$ cat src/rtl/scr_pkg.sv
// ----------------------------------------------------------------------------
// scr_pkg: shared constants and types of the square-root / CRC accelerator
// Word widths, iteration counts and the status bundle that each iterative
// unit reports to the bus-side sequencer.
// ----------------------------------------------------------------------------
package scr_pkg;

  // Width of the bus registers.
  localparam int REG_W      = 32;
  // Operand width of both units.
  localparam int WORD_WIDTH = 32;
  localparam int ROOT_BITS  = (WORD_WIDTH + 1) / 2;
  localparam int RAD_W      = 2 * ROOT_BITS;
  localparam int REM_W      = ROOT_BITS + 2;
  localparam int SQ_CNT_W   = (ROOT_BITS > 1) ? $clog2(ROOT_BITS) : 1;
  localparam int CRC_CNT_W  = $clog2(WORD_WIDTH);

  localparam logic [REG_W-1:0] POLY_RESET = 32'hEDB88320;

  // Bus access kinds and register indexes.
  localparam logic MODE_READ  = 1'b0;
  localparam logic MODE_WRITE = 1'b1;
  localparam logic REG_SQRT   = 1'b0;
  localparam logic REG_CRC    = 1'b1;

  typedef struct packed {
    logic busy;
    logic done;
  } unit_stat_t;

endpackage

$ cat src/rtl/sqrt_crc_accelerator_regs.sv
// ----------------------------------------------------------------------------
// sqrt_crc_accelerator_regs: square-root and CRC-32 bus accelerator
// Bus-side sequencer, result registers and polynomial register around the
// two iterative units.
// ----------------------------------------------------------------------------
// A beat is taken when start_i is high and busy_o is low, and its answer
// appears on read_data_o for exactly one cycle with done_o high; the receiver
// cannot stall it. A read answers in the cycle after the beat and leaves the
// block ready at once. A write to the square-root register runs the
// compare-subtract unit once per root bit, and a write to the CRC register runs
// one shift step per operand bit; busy_o stays high while the unit runs and in
// its finishing cycle, and the zero answer follows once busy_o falls.
// The user must write the polynomial through crc_polynomial_we_i only while
// the block is idle; the block itself does not enforce this.
module sqrt_crc_accelerator_regs
  import scr_pkg::*;
(
  input  logic             clk_i,
  input  logic             rst_ni,
  input  logic             start_i,
  output logic             busy_o,
  input  logic             mode_i,
  input  logic             reg_index_i,
  input  logic [REG_W-1:0] write_data_i,
  output logic             done_o,
  output logic [REG_W-1:0] read_data_o,
  input  logic             crc_polynomial_we_i,
  input  logic [REG_W-1:0] crc_polynomial_i
);

  logic [REG_W-1:0]      poly_q;
  logic [ROOT_BITS-1:0]  root_result_q;
  logic [REG_W-1:0]      crc_result_q;
  logic                  done_q;
  logic [REG_W-1:0]      read_data_q;

  unit_stat_t            sqrt_stat;
  unit_stat_t            crc_stat;
  logic [ROOT_BITS-1:0]  root_res;
  logic [WORD_WIDTH-1:0] crc_res;

  logic                  accept;
  logic                  rd_beat;
  logic                  sqrt_start;
  logic                  crc_start;
  logic [REG_W-1:0]      rd_sel;

  // The finishing cycle of a unit counts as busy so that its answer never
  // collides with the answer to a read.
  assign busy_o     = sqrt_stat.busy | sqrt_stat.done | crc_stat.busy | crc_stat.done;
  assign accept     = start_i & ~busy_o;
  assign rd_beat    = accept & (mode_i == MODE_READ);
  assign sqrt_start = accept & (mode_i == MODE_WRITE) & (reg_index_i == REG_SQRT);
  assign crc_start  = accept & (mode_i == MODE_WRITE) & (reg_index_i == REG_CRC);
  assign rd_sel     = (reg_index_i == REG_CRC) ? crc_result_q : REG_W'(root_result_q);

  scr_sqrt u_sqrt (
    .clk_i     (clk_i),
    .rst_ni    (rst_ni),
    .start_i   (sqrt_start),
    .operand_i (WORD_WIDTH'(write_data_i)),
    .stat_o    (sqrt_stat),
    .root_o    (root_res)
  );

  scr_crc u_crc (
    .clk_i   (clk_i),
    .rst_ni  (rst_ni),
    .start_i (crc_start),
    .data_i  (WORD_WIDTH'(write_data_i)),
    .poly_i  (WORD_WIDTH'(poly_q)),
    .stat_o  (crc_stat),
    .crc_o   (crc_res)
  );

  always_ff @(posedge clk_i or negedge rst_ni) begin
    if (!rst_ni) begin
      poly_q        <= POLY_RESET;
      root_result_q <= '0;
      crc_result_q  <= '0;
      done_q        <= 1'b0;
    end else begin
      if (crc_polynomial_we_i) begin
        poly_q <= crc_polynomial_i;
      end
      if (sqrt_stat.done) begin
        root_result_q <= root_res;
      end
      if (crc_stat.done) begin
        crc_result_q <= REG_W'(crc_res);
      end
      done_q <= rd_beat | sqrt_stat.done | crc_stat.done;
    end
  end

  always_ff @(posedge clk_i) begin
    read_data_q <= rd_beat ? rd_sel : '0;
  end

  assign done_o      = done_q;
  assign read_data_o = read_data_q;

  ap_write_busy : assert property (@(posedge clk_i) disable iff (!rst_ni)
    (accept && mode_i == MODE_WRITE) |=> busy_o)
    else $error("write beat did not make the block busy");

  ap_one_unit : assert property (@(posedge clk_i) disable iff (!rst_ni)
    !(sqrt_stat.busy && crc_stat.busy))
    else $error("both units running at once");

  ap_write_answer : assert property (@(posedge clk_i) disable iff (!rst_ni)
    (sqrt_stat.done || crc_stat.done) |=> (done_o && read_data_o == '0))
    else $error("write answer missing or nonzero");

  ap_read_answer : assert property (@(posedge clk_i) disable iff (!rst_ni)
    rd_beat |=> done_o)
    else $error("read beat got no answer");

endmodule

$ cat src/rtl/scr_sqrt.sv
// ----------------------------------------------------------------------------
// scr_sqrt: iterative floor square root
// Digit-by-digit root: each cycle brings in two radicand bits and resolves
// one root bit with a single compare and subtract.
// ----------------------------------------------------------------------------
module scr_sqrt
  import scr_pkg::*;
(
  input  logic                 clk_i,
  input  logic                 rst_ni,
  input  logic                 start_i,
  input  logic [WORD_WIDTH-1:0] operand_i,
  output unit_stat_t           stat_o,
  output logic [ROOT_BITS-1:0] root_o
);

  logic                 run_q, run_d;
  logic                 done_q, done_d;
  logic [SQ_CNT_W-1:0]  cnt_q, cnt_d;
  logic [RAD_W-1:0]     rad_q, rad_d;
  logic [REM_W-1:0]     rem_q, rem_d;
  logic [ROOT_BITS-1:0] root_q, root_d;

  logic [REM_W+1:0]     rem_sh;
  logic [REM_W+1:0]     trial;
  logic                 fits;
  logic                 last;

  assign rem_sh = {rem_q, rad_q[RAD_W-1 -: 2]};
  assign trial  = (REM_W + 2)'({root_q, 2'b01});
  assign fits   = rem_sh >= trial;
  assign last   = cnt_q == SQ_CNT_W'(ROOT_BITS - 1);

  always_comb begin
    run_d  = run_q;
    done_d = 1'b0;
    cnt_d  = cnt_q;
    rad_d  = rad_q;
    rem_d  = rem_q;
    root_d = root_q;
    if (start_i) begin
      run_d  = 1'b1;
      cnt_d  = '0;
      rad_d  = RAD_W'(operand_i);
      rem_d  = '0;
      root_d = '0;
    end else if (run_q) begin
      rad_d  = rad_q << 2;
      rem_d  = fits ? REM_W'(rem_sh - trial) : REM_W'(rem_sh);
      root_d = {root_q[ROOT_BITS-2:0], fits};
      cnt_d  = cnt_q + SQ_CNT_W'(1);
      if (last) begin
        run_d  = 1'b0;
        done_d = 1'b1;
      end
    end
  end

  always_ff @(posedge clk_i or negedge rst_ni) begin
    if (!rst_ni) begin
      run_q  <= 1'b0;
      done_q <= 1'b0;
      cnt_q  <= '0;
    end else begin
      run_q  <= run_d;
      done_q <= done_d;
      cnt_q  <= cnt_d;
    end
  end

  always_ff @(posedge clk_i) begin
    rad_q  <= rad_d;
    rem_q  <= rem_d;
    root_q <= root_d;
  end

  assign stat_o.busy = run_q;
  assign stat_o.done = done_q;
  assign root_o      = root_q;

endmodule

$ cat src/rtl/scr_crc.sv
// ----------------------------------------------------------------------------
// scr_crc: iterative reflected CRC of one word
// The register starts at all ones xor the data, takes one right shift per
// cycle with the polynomial xored in on a shifted-out one, and is inverted.
// ----------------------------------------------------------------------------
module scr_crc
  import scr_pkg::*;
(
  input  logic                  clk_i,
  input  logic                  rst_ni,
  input  logic                  start_i,
  input  logic [WORD_WIDTH-1:0] data_i,
  input  logic [WORD_WIDTH-1:0] poly_i,
  output unit_stat_t            stat_o,
  output logic [WORD_WIDTH-1:0] crc_o
);

  logic                  run_q, run_d;
  logic                  done_q, done_d;
  logic [CRC_CNT_W-1:0]  cnt_q, cnt_d;
  logic [WORD_WIDTH-1:0] crc_q, crc_d;

  always_comb begin
    run_d  = run_q;
    done_d = 1'b0;
    cnt_d  = cnt_q;
    crc_d  = crc_q;
    if (start_i) begin
      run_d = 1'b1;
      cnt_d = '0;
      crc_d = ~data_i;
    end else if (run_q) begin
      crc_d = crc_q[0] ? ((crc_q >> 1) ^ poly_i) : (crc_q >> 1);
      cnt_d = cnt_q + CRC_CNT_W'(1);
      if (cnt_q == CRC_CNT_W'(WORD_WIDTH - 1)) begin
        run_d  = 1'b0;
        done_d = 1'b1;
      end
    end
  end

  always_ff @(posedge clk_i or negedge rst_ni) begin
    if (!rst_ni) begin
      run_q  <= 1'b0;
      done_q <= 1'b0;
      cnt_q  <= '0;
    end else begin
      run_q  <= run_d;
      done_q <= done_d;
      cnt_q  <= cnt_d;
    end
  end

  always_ff @(posedge clk_i) begin
    crc_q <= crc_d;
  end

  assign stat_o.busy = run_q;
  assign stat_o.done = done_q;
  assign crc_o       = ~crc_q;

endmodule

$ cat config.mk
export PLATFORM = sky130hd
export DESIGN_NAME = sqrt_crc_accelerator_regs
export DESIGN_NICKNAME = d
export VERILOG_FILES = /design/src/rtl/scr_pkg.sv /design/src/rtl/sqrt_crc_accelerator_regs.sv /design/src/rtl/scr_sqrt.sv /design/src/rtl/scr_crc.sv
export SDC_FILE = /design/constraint.sdc
export NUM_CORES = 1
export LEC_CHECK = 0
export ABC_AREA = 1
export BUFFER_PORTS_ARGS = -buffer_cell sky130_fd_sc_hd__clkbuf_2
export CORE_MARGIN = 2
export CORE_UTILIZATION = 35
export DETAILED_ROUTE_END_ITERATION = 10
export SYNTH_ARGS = -nofsm -noshare
export SYNTH_HDL_FRONTEND = slang
export SYNTH_SLANG_ARGS = --single-unit
$ cat constraint.sdc
create_clock -name clk_i -period 5.65 [get_ports clk_i]
set_input_delay 1.13 -clock clk_i [delete_from_list [all_inputs] [get_ports clk_i]]
set_output_delay 1.13 -clock clk_i [all_outputs]
set_load 0.005 [all_outputs]
==> results of run 1 <==
==> per-layer routing <==
metal	vias up	wire length (um)
li1	3759	-
met4	0	488
met3	37	1079
met2	145	9811
met1	3432	10660
met5	-	0
==> how the worst max path moves through the flow <==
stage,from,end,slack [ps],cells after the start
after floorplan,reg_index_i,u_crc.crc_q[0]$_DFFE_PP_,2610,6
after global placement,reg_index_i,u_crc.crc_q[11]$_DFFE_PP_,2150,7
after detailed placement,reg_index_i,u_crc.crc_q[9]$_DFFE_PP_,2120,7
after CTS,u_sqrt.run_q$_DFF_PN0_,busy_o,1940,3
after global routing,u_sqrt.run_q$_DFF_PN0_,busy_o,1750,3
final,u_sqrt.run_q$_DFF_PN0_,busy_o,1870,3
==> worst reg2reg max path: cells and delay by family (launching register included) <==
family                 cells  cell delay, ps
and+or+nand+nor            4             460
buffers and inverters      2            1440
DFF                        1            1080
AOI/OAI and AO/OA          1             260
==> metrics by stage <==
| stage | util (%) | worst slack [ps] |
|---|---|---|
| CTS | 41.04 | 1943 |
| detailed placement | 38.14 | 2124 |
| floorplan | - | 2611 |
| global route | 41.04 | 1751 |
| global placement | 38.14 | 2150 |
| finish | 41.05 | 1866 |
==> cells by family after synthesis <==
kind of cell / count (synthesis) / share of synthesized area (%)
xor+xnor: 42 / 3.632
fa+ha+maj: 21 / 2.594
mux: 32 / 3.558
flops: 224 / 55.42
simple gates: 436 / 18.34
compound gates: 173 / 9.030
buf+inv: 181 / 7.424
==> area by class of cell <==
cell class | instances | area, um2 | area share [%]
clock buffers | 36 | 728.2 | 6.197
diodes | 1 | 2.502 | 0.02129
flip-flops and latches | 224 | 5613 | 47.76
multi-input cells | 704 | 3764 | 32.03
inverters | 134 | 504.2 | 4.291
well taps | 384 | 480.5 | 4.089
repair buffers | 108 | 555.5 | 4.727
clock inverters | 9 | 103.9 | 0.8837
==> Yosys cell counts, types with 14 or more instances <==
cell      count  area [um2]
inv_1       128       480.5
xor2_1       36       315.3
ha_1         21       262.8
nand2_1     282        1059
edfxtp_1     64        1922
a21oi_1      29       145.1
nand3_1      32       160.2
dfstp_2      14       367.9
dfxtp_1      66        1321
o21ai_0      95       475.5
o21ai_1      23       115.1
clkbuf_1     26       97.59
mux2_2       32       360.4
dfrtp_1      80        2002
o22ai_1      15       93.84
nor2_1       88       330.3
==> report_power, final <==
group / switching, mW / leakage (nW) / internal, mW
clock network: 0.636 / 0.406 / 0.985
registers: 0.382 / 2.31 / 2.41
logic: 1.60 / 2.70 / 0.957
==> flip-flops by register name, indices dropped and copies added, names as in the netlist <==
| signal | flops |
|---|---|
| u_crc.crc_q | 32 |
| u_sqrt.cnt_q | 4 |
| root_result_q | 16 |
| crc_result_q | 32 |
| done_o | 1 |
| read_data_o | 32 |
| u_sqrt.rem_q | 18 |
| u_crc.cnt_q | 5 |
| u_crc.done_q | 1 |
| poly_q | 32 |
| u_sqrt.rad_q | 32 |
| u_sqrt.done_q | 1 |
| u_sqrt.run_q | 1 |
| u_sqrt.root_o | 16 |
| u_crc.run_q | 1 |
==> results.ini, run 1 <==
[critical_path]
critPathBufInv = 2
r2r_cells = 7
crit_fanout = 26
cp-start-kind = flop
reg2reg_to = u_sqrt.rad_q[5]$_DFFE_PP_
worstSetupEndpointType = output pin
cp_data_arrival_time_ps = 2650
max_stage_delay_ps = 1080
reg2reg_from = u_sqrt.run_q$_DFF_PN0_
crit_chain = clkinv_2 > nand4_4 > clkbuf_2
required_ps = 4520
slowest_stage = dfrtp_1
cpLargestDelayFamily = flip-flops
path_class = flop to output pin
r2r_setup_slack_ps = 2110

[global_routing]
met1_usage_pct = 20.40
grt_usage_pct = 14.69
grt_use_met3_pct = 2.384
antenna_found_initial = 1
grt_max_degree = 69
grt_pass1_wl_um = 36480
overflow = 0
grt_pass1_vias = 7293
met2_usage_pct = 23.82
grt-busiest-layer = met2

[die]
die_y_um = 174.1
core-area_um2 = 28630
die_x_um = 174.1
io_pins = 104
rows = 62
die_area_um2 = 30320
start_util_pct = 35.38

[yosys]
synth_nets = 1200
synth_seq_cells = 224
ys.flop_type = dfrtp_1
avgSynthCellArea_um2 = 9.133
ys_async_sr_fraction_pct = 41.96
synth-edff-count = 64
synth_cells = 1109
ys_seq_area_share_pct = 55.42
synth_warnings = 0
synth.cell_area_um2 = 10130
yosysUniqueCellTypes = 43

[final_layout]
area_growth_pct = 16.02
nets = 1288
final_cell_mix = nand2_1 (282), inv_1 (127), clkbuf_2 (102)
drive_gt1_share_pct = 17.94
finalNonFillerCells = 1600
design_area_um2 = 11750
layout_commonest_cell = nand2_1
n_fill_cell = 2825

[timing]
hold_ws_ps = 452.2
slew-limit-headroom_pct = 25.50
timing.fmax_ghz = 0.2643
skew_ps = 8.695
tightest_slew_ps = 1117
finalCritPeriodShare_pct = 66.97
rsz0062_at_grt = no
final-setup-viol-count = 0
finalCriticalPeriod_ps = 3784
drv_slew = 0
tns_ps = 0
hold_viol_final = 0

[worst_hold_path]
min_from = u_sqrt.rem_q[17]$_SDFFE_PP0P_
hold_end = u_sqrt.rem_q[17]$_SDFFE_PP0P_
hold_path_class = flop to flop
min_path_cells = 2

[place]
dpl_cell_area_um2 = 10920
post-place-cells = 1554
io_buffers = 103
place_congestion = 0.8585
dp.final_hpwl_um = 15420

[flow_run]
cap_violations = 0

[cts]
clock_path_buffers = 3
cts_tree = done
cts_hold_repair.buffers = 0
clock_sinks = 224
cts_root_buf = clkbuf_16
postCtsResizedCells = 0
path_clk_slew_ps = 60
cts_setup_buffers = 0
clk_latency_ps = 520
cts_made_buffers = 25
htree_levels = 1

[pwr]
p_leak_nw = 5.421
ir_drop_uv = 277.1
powerDensity_nw_per_um2 = 593.2
power_mw = 6.971

[run_status]
status = finished clean

[detailed_routing]
wirelength_um = 22040
ant_nets = 0
vias = 7373
first_pass_iters = 4
drtIter0Drc = 420
wl_per_cell_um = 13.77
viasPerCell = 4.608
route.detailed.drc = 0

(Power assumes the default switching activity.)
==> run 2: changes to the inputs <==
clock period = 3.7 ns   (was 5.65 ns; I/O delays follow)
==> results.ini, run 2 (same netlist as run 1, synthesis figures left out) <==
[detailed_routing]
wl_per_cell_um = 13.87  ; was 13.77 um
route.detailed.drc = 0  ; unchanged
viasPerCell = 4.604  ; was 4.608
wirelength_um = 22230  ; was 22040 um
drtIter0Drc = 415  ; was 420
first_pass_iters = 5  ; was 4
vias = 7381  ; was 7373
ant_nets = 0  ; unchanged

[timing]
finalCriticalPeriod_ps = 2757
hold_viol_final = 0  ; unchanged
skew_ps = 8.544  ; was 8.695 ps
timing.fmax_ghz = 0.3628
rsz0062_at_grt = no  ; unchanged
drv_slew = 0  ; unchanged
worst_slack_ps = 943.5  ; was 1866 ps
slew-limit-headroom_pct = 30.78  ; was 25.50%
tightest_slew_ps = 1038  ; was 1117 ps
hold_ws_ps = 412.7  ; was 452.2 ps
tns_ps = 0  ; unchanged
final-setup-viol-count = 0  ; unchanged
finalCritPeriodShare_pct = 74.50

[cts]
cts_made_buffers = 24  ; was 25
postCtsResizedCells = 0  ; unchanged
clk_latency_ps = 510  ; was 520 ps
cts_setup_buffers = 0  ; unchanged
cts_root_buf = clkbuf_16  ; unchanged
cts_hold_repair.buffers = 0  ; unchanged
cts_tree = done  ; unchanged
clock_path_buffers = 3  ; unchanged
clock_sinks = 224  ; unchanged
htree_levels = 1  ; unchanged
path_clk_slew_ps = 60  ; about the same

[critical_path]
cp-start-kind = flop  ; unchanged
required_ps = 3820  ; was 4520 ps
path_class = flop to flop  ; was flop to output pin
cp_data_arrival_time_ps = 2870  ; was 2650 ps
max_stage_delay_ps = 920  ; was 1080 ps
slowest_stage = dfrtp_1  ; unchanged
crit_fanout = 48  ; was 26
crit_chain = inv_1 > nand4_4 > nor2_4 > nand2_4 > nor2_8 > nor2_4 > inv_2  ; was clkinv_2 > nand4_4 > clkbuf_2
worstSetupEndpointType = flop  ; was output pin
crit_top_cell = nor2_4

[global_routing]
grt_pass1_wl_um = 37430  ; was 36480 um
antenna_found_initial = 1  ; unchanged
grt_usage_pct = 15.04  ; was 14.69%
grt_pass1_vias = 7474  ; was 7293
overflow = 0  ; unchanged
grt_max_degree = 82  ; was 69

[die]
rows = 62  ; unchanged
core-area_um2 = 28630  ; unchanged
start_util_pct = 35.38  ; unchanged
die_x_um = 174.1  ; unchanged
die_y_um = 174.1  ; unchanged
die_area_um2 = 30320  ; unchanged
io_pins = 104  ; unchanged

[final_layout]
finalNonFillerCells = 1603  ; was 1600
area_growth_pct = 15.75  ; was 16.02%
final_cell_mix = nand2_1 (282), inv_1 (127), clkbuf_2 (102)  ; unchanged
n_fill_cell = 2861  ; was 2825
layout_commonest_cell = nand2_1  ; unchanged
drive_gt1_share_pct = 17.90  ; was 17.94%
nets = 1291  ; was 1288

[pwr]
p_leak_nw = 5.403  ; was 5.421 nW
ir_drop_uv = 357.6  ; was 277.1 uV
powerDensity_nw_per_um2 = 898.3  ; was 593.2 nW/um2

[place]
dp.final_hpwl_um = 15670  ; was 15420 um
place_congestion = 0.8005  ; was 0.8585
io_buffers = 103  ; unchanged
post-place-cells = 1558  ; was 1554
pre_cts_ws_ps = 896.7  ; was 2124 ps

[worst_hold_path]
hold_path_class = primary input to asynchronous set/reset pin  ; was flop to flop

[flow_run]
cap_violations = 0  ; unchanged

[run_status]
status = finished clean  ; unchanged

==> run 2: cell count changes in the layout (fill, tap and decap cells not counted) <==
cell | before | now
buf_12 | 0 | 1
buf_4 | 6 | 9
bufinv_16 | 2 | 1
clkbuf_16 | 26 | 25
clkbuf_8 | 4 | 2
clkinv_1 | 2 | 5
clkinv_4 | 2 | 0
clkinvlp_4 | 1 | 2
inv_8 | 0 | 1
==> run 2: stage by stage <==
step / total power [mW] / util, % / area (um2)
2_1_floorplan: 7.214 / - / 10130
3_3_place_gp: 8.179 / 38.29 / 10960
3_5_place_dp: 8.243 / 38.29 / 10960
4_1_cts: 10.61 / 40.95 / 11720
5_1_grt: 11.44 / 40.95 / 11720
6_report: 10.53 / 40.96 / 11720
==> run 2: where the power goes <==
part	leakage [nW]	switching [mW]	internal, mW
logic	2.72	2.48	1.48
clock network	0.368	0.983	1.35
registers	2.31	0.557	3.68
total	5.40	4.02	6.51
==> run 2: metal layers <==
| metal | track usage (%) | vias to the layer above | routed length, um |
|---|---|---|---|
| met3 | 2.297 | 32 | 951 |
| met5 | 0 | - | 0 |
| met1 | 20.89 | 3459 | 10620 |
| met4 | 3.711 | 0 | 430 |
| li1 | - | 3755 | - |
| met2 | 24.70 | 135 | 10230 |
==> run 2: area by class of cell <==
| type | instances | area [um2] | area share (%) |
|---|---|---|---|
| Clock inverter | 11 | 86.33 | 0.7364 |
| Sequential cell | 224 | 5613 | 47.88 |
| Timing Repair Buffer | 112 | 598.1 | 5.101 |
| Antenna cell | 1 | 2.502 | 0.02134 |
| Clock buffer | 33 | 675.6 | 5.763 |
| Multi-Input combinational cell | 704 | 3764 | 32.10 |
| Tap cell | 384 | 480.5 | 4.098 |
| Inverter | 134 | 504.2 | 4.301 |
==> run 2: worst paths after layout <==
check	from	endpoint	slack, ps	depth (start not counted)
max in group asynchronous	rst_ni	poly_q[9]$_DFFE_PN1P_	2430	2
min in group clk_i	crc_polynomial_i[9]	poly_q[9]$_DFFE_PN1P_	450	2
worst min register to register	u_sqrt.root_o[5]$_SDFFE_PP0P_	root_result_q[5]$_DFFE_PN0P_	460	2
worst max register to register	u_sqrt.done_q$_DFF_PN0_	u_sqrt.rad_q[14]$_DFFE_PP_	940	7
worst min-delay path	rst_ni	crc_result_q[23]$_DFFE_PN0P_	410	1
worst max-delay path	u_sqrt.done_q$_DFF_PN0_	u_sqrt.rad_q[14]$_DFFE_PP_	940	7
==> run 2: critical path: cells and delay by family (launching register included) <==
family	cells	cell delay (ps)
buffers and inverters	2	690
DFF	1	920
and+or+nand+nor	5	730
==> run 3: changes to the inputs <==
clock period = 2.8 ns   (was 3.7 ns; I/O delays follow)
==> results.ini, run 3 (same netlist as run 1, synthesis figures left out) <==
[run_status]
status = finished clean  ; unchanged

[die]
die_y_um = 174.1  ; unchanged
die_x_um = 174.1  ; unchanged
die_area_um2 = 30320  ; unchanged
io_pins = 104  ; unchanged
rows = 62  ; unchanged
start_util_pct = 35.38  ; unchanged
core-area_um2 = 28630  ; unchanged

[global_routing]
grt_usage_pct = 15.40  ; was 15.04%
antenna_found_initial = 1  ; unchanged
grt_pass1_vias = 7510  ; was 7474
grt_max_degree = 66  ; was 82
grt_pass1_wl_um = 38170  ; was 37430 um
overflow = 0  ; unchanged

[critical_path]
critPathBufInv = 2  ; unchanged
crit_chain = inv_1 > ha_1 > nand2_1 > inv_2 > nand2_1 > nor2_1 > nand2_1 > nand2_2 > nor2_4 > nand2_8 > nand2_4 > nor2_1 > nor2_1 > nor2_1  ; was inv_1 > nand4_4 > nor2_4 > nand2_4 > nor2_8 > nor2_4 > inv_2
max_stage_delay_ps = 350  ; was 920 ps
crit_cells = 14  ; was 7
r2r_cells = 14  ; was 7
crit_fanout = 19  ; was 48
cpLargestDelayFamily = simple AND/OR/NAND/NOR gates  ; was flip-flops
slowest_stage = ha_1  ; was dfrtp_1
path_class = flop to flop  ; unchanged
worstSetupEndpointType = flop  ; unchanged
crit_top_cell = nor2_1  ; was nor2_4
required_ps = 3200  ; was 3820 ps
cp-start-kind = flop  ; unchanged
cp_data_arrival_time_ps = 2690  ; was 2870 ps

[final_layout]
final_util_pct = 41.32  ; was 40.96%
design_area_um2 = 11830  ; was 11720 um2
drive_gt1_share_pct = 18.20  ; was 17.90%
layout_commonest_cell = nand2_1  ; unchanged
final_cell_mix = nand2_1 (282), inv_1 (127), clkbuf_2 (102)  ; unchanged
area_growth_pct = 16.79  ; was 15.75%
nets = 1298  ; was 1291

[detailed_routing]
dr_wl_met2_um = 10730  ; was 10230 um
drtIter0Drc = 353  ; was 415
ant_nets = 0  ; unchanged
wl_met3_um = 982  ; was 951 um
top_layer_used = met4  ; unchanged
first_pass_iters = 5  ; unchanged
wl_met1_um = 10770  ; was 10620 um
wirelength_um = 22900  ; was 22230 um
wl_per_cell_um = 14.23  ; was 13.87 um
viasPerCell = 4.593  ; was 4.604
route.detailed.drc = 0  ; unchanged
vias = 7394  ; was 7381

[timing]
drv_slew = 0  ; unchanged
finalCritPeriodShare_pct = 81.74  ; was 74.50%
tightest_slew_ps = 950.8  ; was 1038 ps
tns_ps = 0  ; unchanged
hold_viol_final = 0  ; unchanged
skew_ps = 9.669  ; was 8.544 ps
timing.fmax_ghz = 0.4369  ; was 0.3628 GHz
final-setup-viol-count = 0  ; unchanged
rsz0062_at_grt = no  ; unchanged
worst_slack_ps = 511.3  ; was 943.5 ps
hold_ws_ps = 279.5  ; was 412.7 ps
slew-limit-headroom_pct = 36.61  ; was 30.78%
finalCriticalPeriod_ps = 2289  ; was 2757 ps

[cts]
cts_tree = done  ; unchanged
cts_root_buf = clkbuf_16  ; unchanged
clk_latency_ps = 510  ; about the same
cts_setup_buffers = 0  ; unchanged
clock_path_buffers = 3  ; unchanged
clock_sinks = 224  ; unchanged
htree_levels = 1  ; unchanged
postCtsResizedCells = 0  ; unchanged
cts_made_buffers = 25  ; was 24
path_clk_slew_ps = 60  ; about the same
cts_hold_repair.buffers = 1  ; was 0

[worst_hold_path]
min_path_cells = 2
hold_path_class = primary input to flop  ; was primary input to asynchronous set/reset pin

[pwr]
p_sw_mw = 5.338  ; was 4.019 mW
ir_drop_uv = 561.2  ; was 357.6 uV
netSwitchingFraction_pct = 37.84  ; was 38.16%
internal-power_mw = 8.771  ; was 6.513 mW
p_leak_nw = 5.458  ; was 5.403 nW
seqPwrFrac_pct = 39.6  ; was 40.2%
powerDensity_nw_per_um2 = 1193  ; was 898.3 nW/um2
comb_power_share_pct = 37.8  ; was 37.6%
p_clk_share_pct = 22.6  ; was 22.1%

[place]
dp.final_hpwl_um = 16340  ; was 15670 um
dpl_cell_area_um2 = 11020  ; was 10960 um2
io_buffers = 103  ; unchanged
place_congestion = 0.8338  ; was 0.8005
pre_cts_ws_ps = 543.4  ; was 896.7 ps

[flow_run]
cap_violations = 0  ; unchanged

## run 3: changes by cell type in the layout (fill, tap and decap cells not counted), sizes merged
cell,previous run,this run
buf,10,15
clkinv,9,5
clkinvlp,2,1
clkbuf,135,140
dlygate4sd3,0,1
bufinv,1,2
## run 3: final cells by class
cell class | instances | area (um2)
antenna | 1 | 2.502
clock buffer | 38 | 704.4
clock inverter | 7 | 90.09
fill | 2882 | 16800
inverter | 134 | 504.2
multi-input combinational | 704 | 3764
sequential | 224 | 5613
tap | 384 | 480.5
timing repair buffer | 118 | 670.6
## run 3: routing by layer
metal | GRT usage (%) | up-vias
met4 | 3.676 | 0
met3 | 2.362 | 30
met5 | 0 | -
li1 | - | 3782
met2 | 25.96 | 139
met1 | 20.88 | 3443
## run 3: power groups by stage
stage          Clock [mW]  Sequential, mW  Combinational [mW]
2_1_floorplan           0            5.35                4.18
3_3_place_gp            0            5.64                5.27
3_5_place_dp            0            5.65                5.34
4_1_cts              3.28            5.60                5.38
5_1_grt              3.41            5.72                6.21
6_report             3.19            5.59                5.33
## run 3: through the flow
step / std cells / power, mW
4_1_cts: 1609 / 14.26
6_report: 1610 / 14.11
5_1_grt: 1609 / 15.34
2_1_floorplan: 1109 / 9.532
3_3_place_gp: 1563 / 10.91
3_5_place_dp: 1563 / 10.99
## run 3: worst paths after layout
check / start / endpoint / slack (ps)
max: u_sqrt.root_o[2]$_SDFFE_PP0P_ / u_sqrt.rem_q[16]$_SDFFE_PP0P_ / 510
min reg2reg: u_sqrt.rem_q[17]$_SDFFE_PP0P_ / u_sqrt.rem_q[17]$_SDFFE_PP0P_ / 460
min: crc_polynomial_i[25] / poly_q[25]$_DFFE_PN0P_ / 280
min in group asynchronous: rst_ni / poly_q[18]$_DFFE_PN0P_ / 520
max reg2reg: u_sqrt.root_o[2]$_SDFFE_PP0P_ / u_sqrt.rem_q[16]$_SDFFE_PP0P_ / 510
max in group asynchronous: rst_ni / poly_q[27]$_DFFE_PN1P_ / 1560
## run 3: worst register-to-register path, cell delays in order, from the launching register on
cell	delay [ps]
dfxtp_1	340
inv_1	80
ha_1	350
nand2_1	110
inv_2	50
nand2_1	110
nor2_1	70
nand2_1	90
nand2_2	60
nor2_4	250
nand2_8	190
nand2_4	170
nor2_1	70
nor2_1	160
nor2_1	50
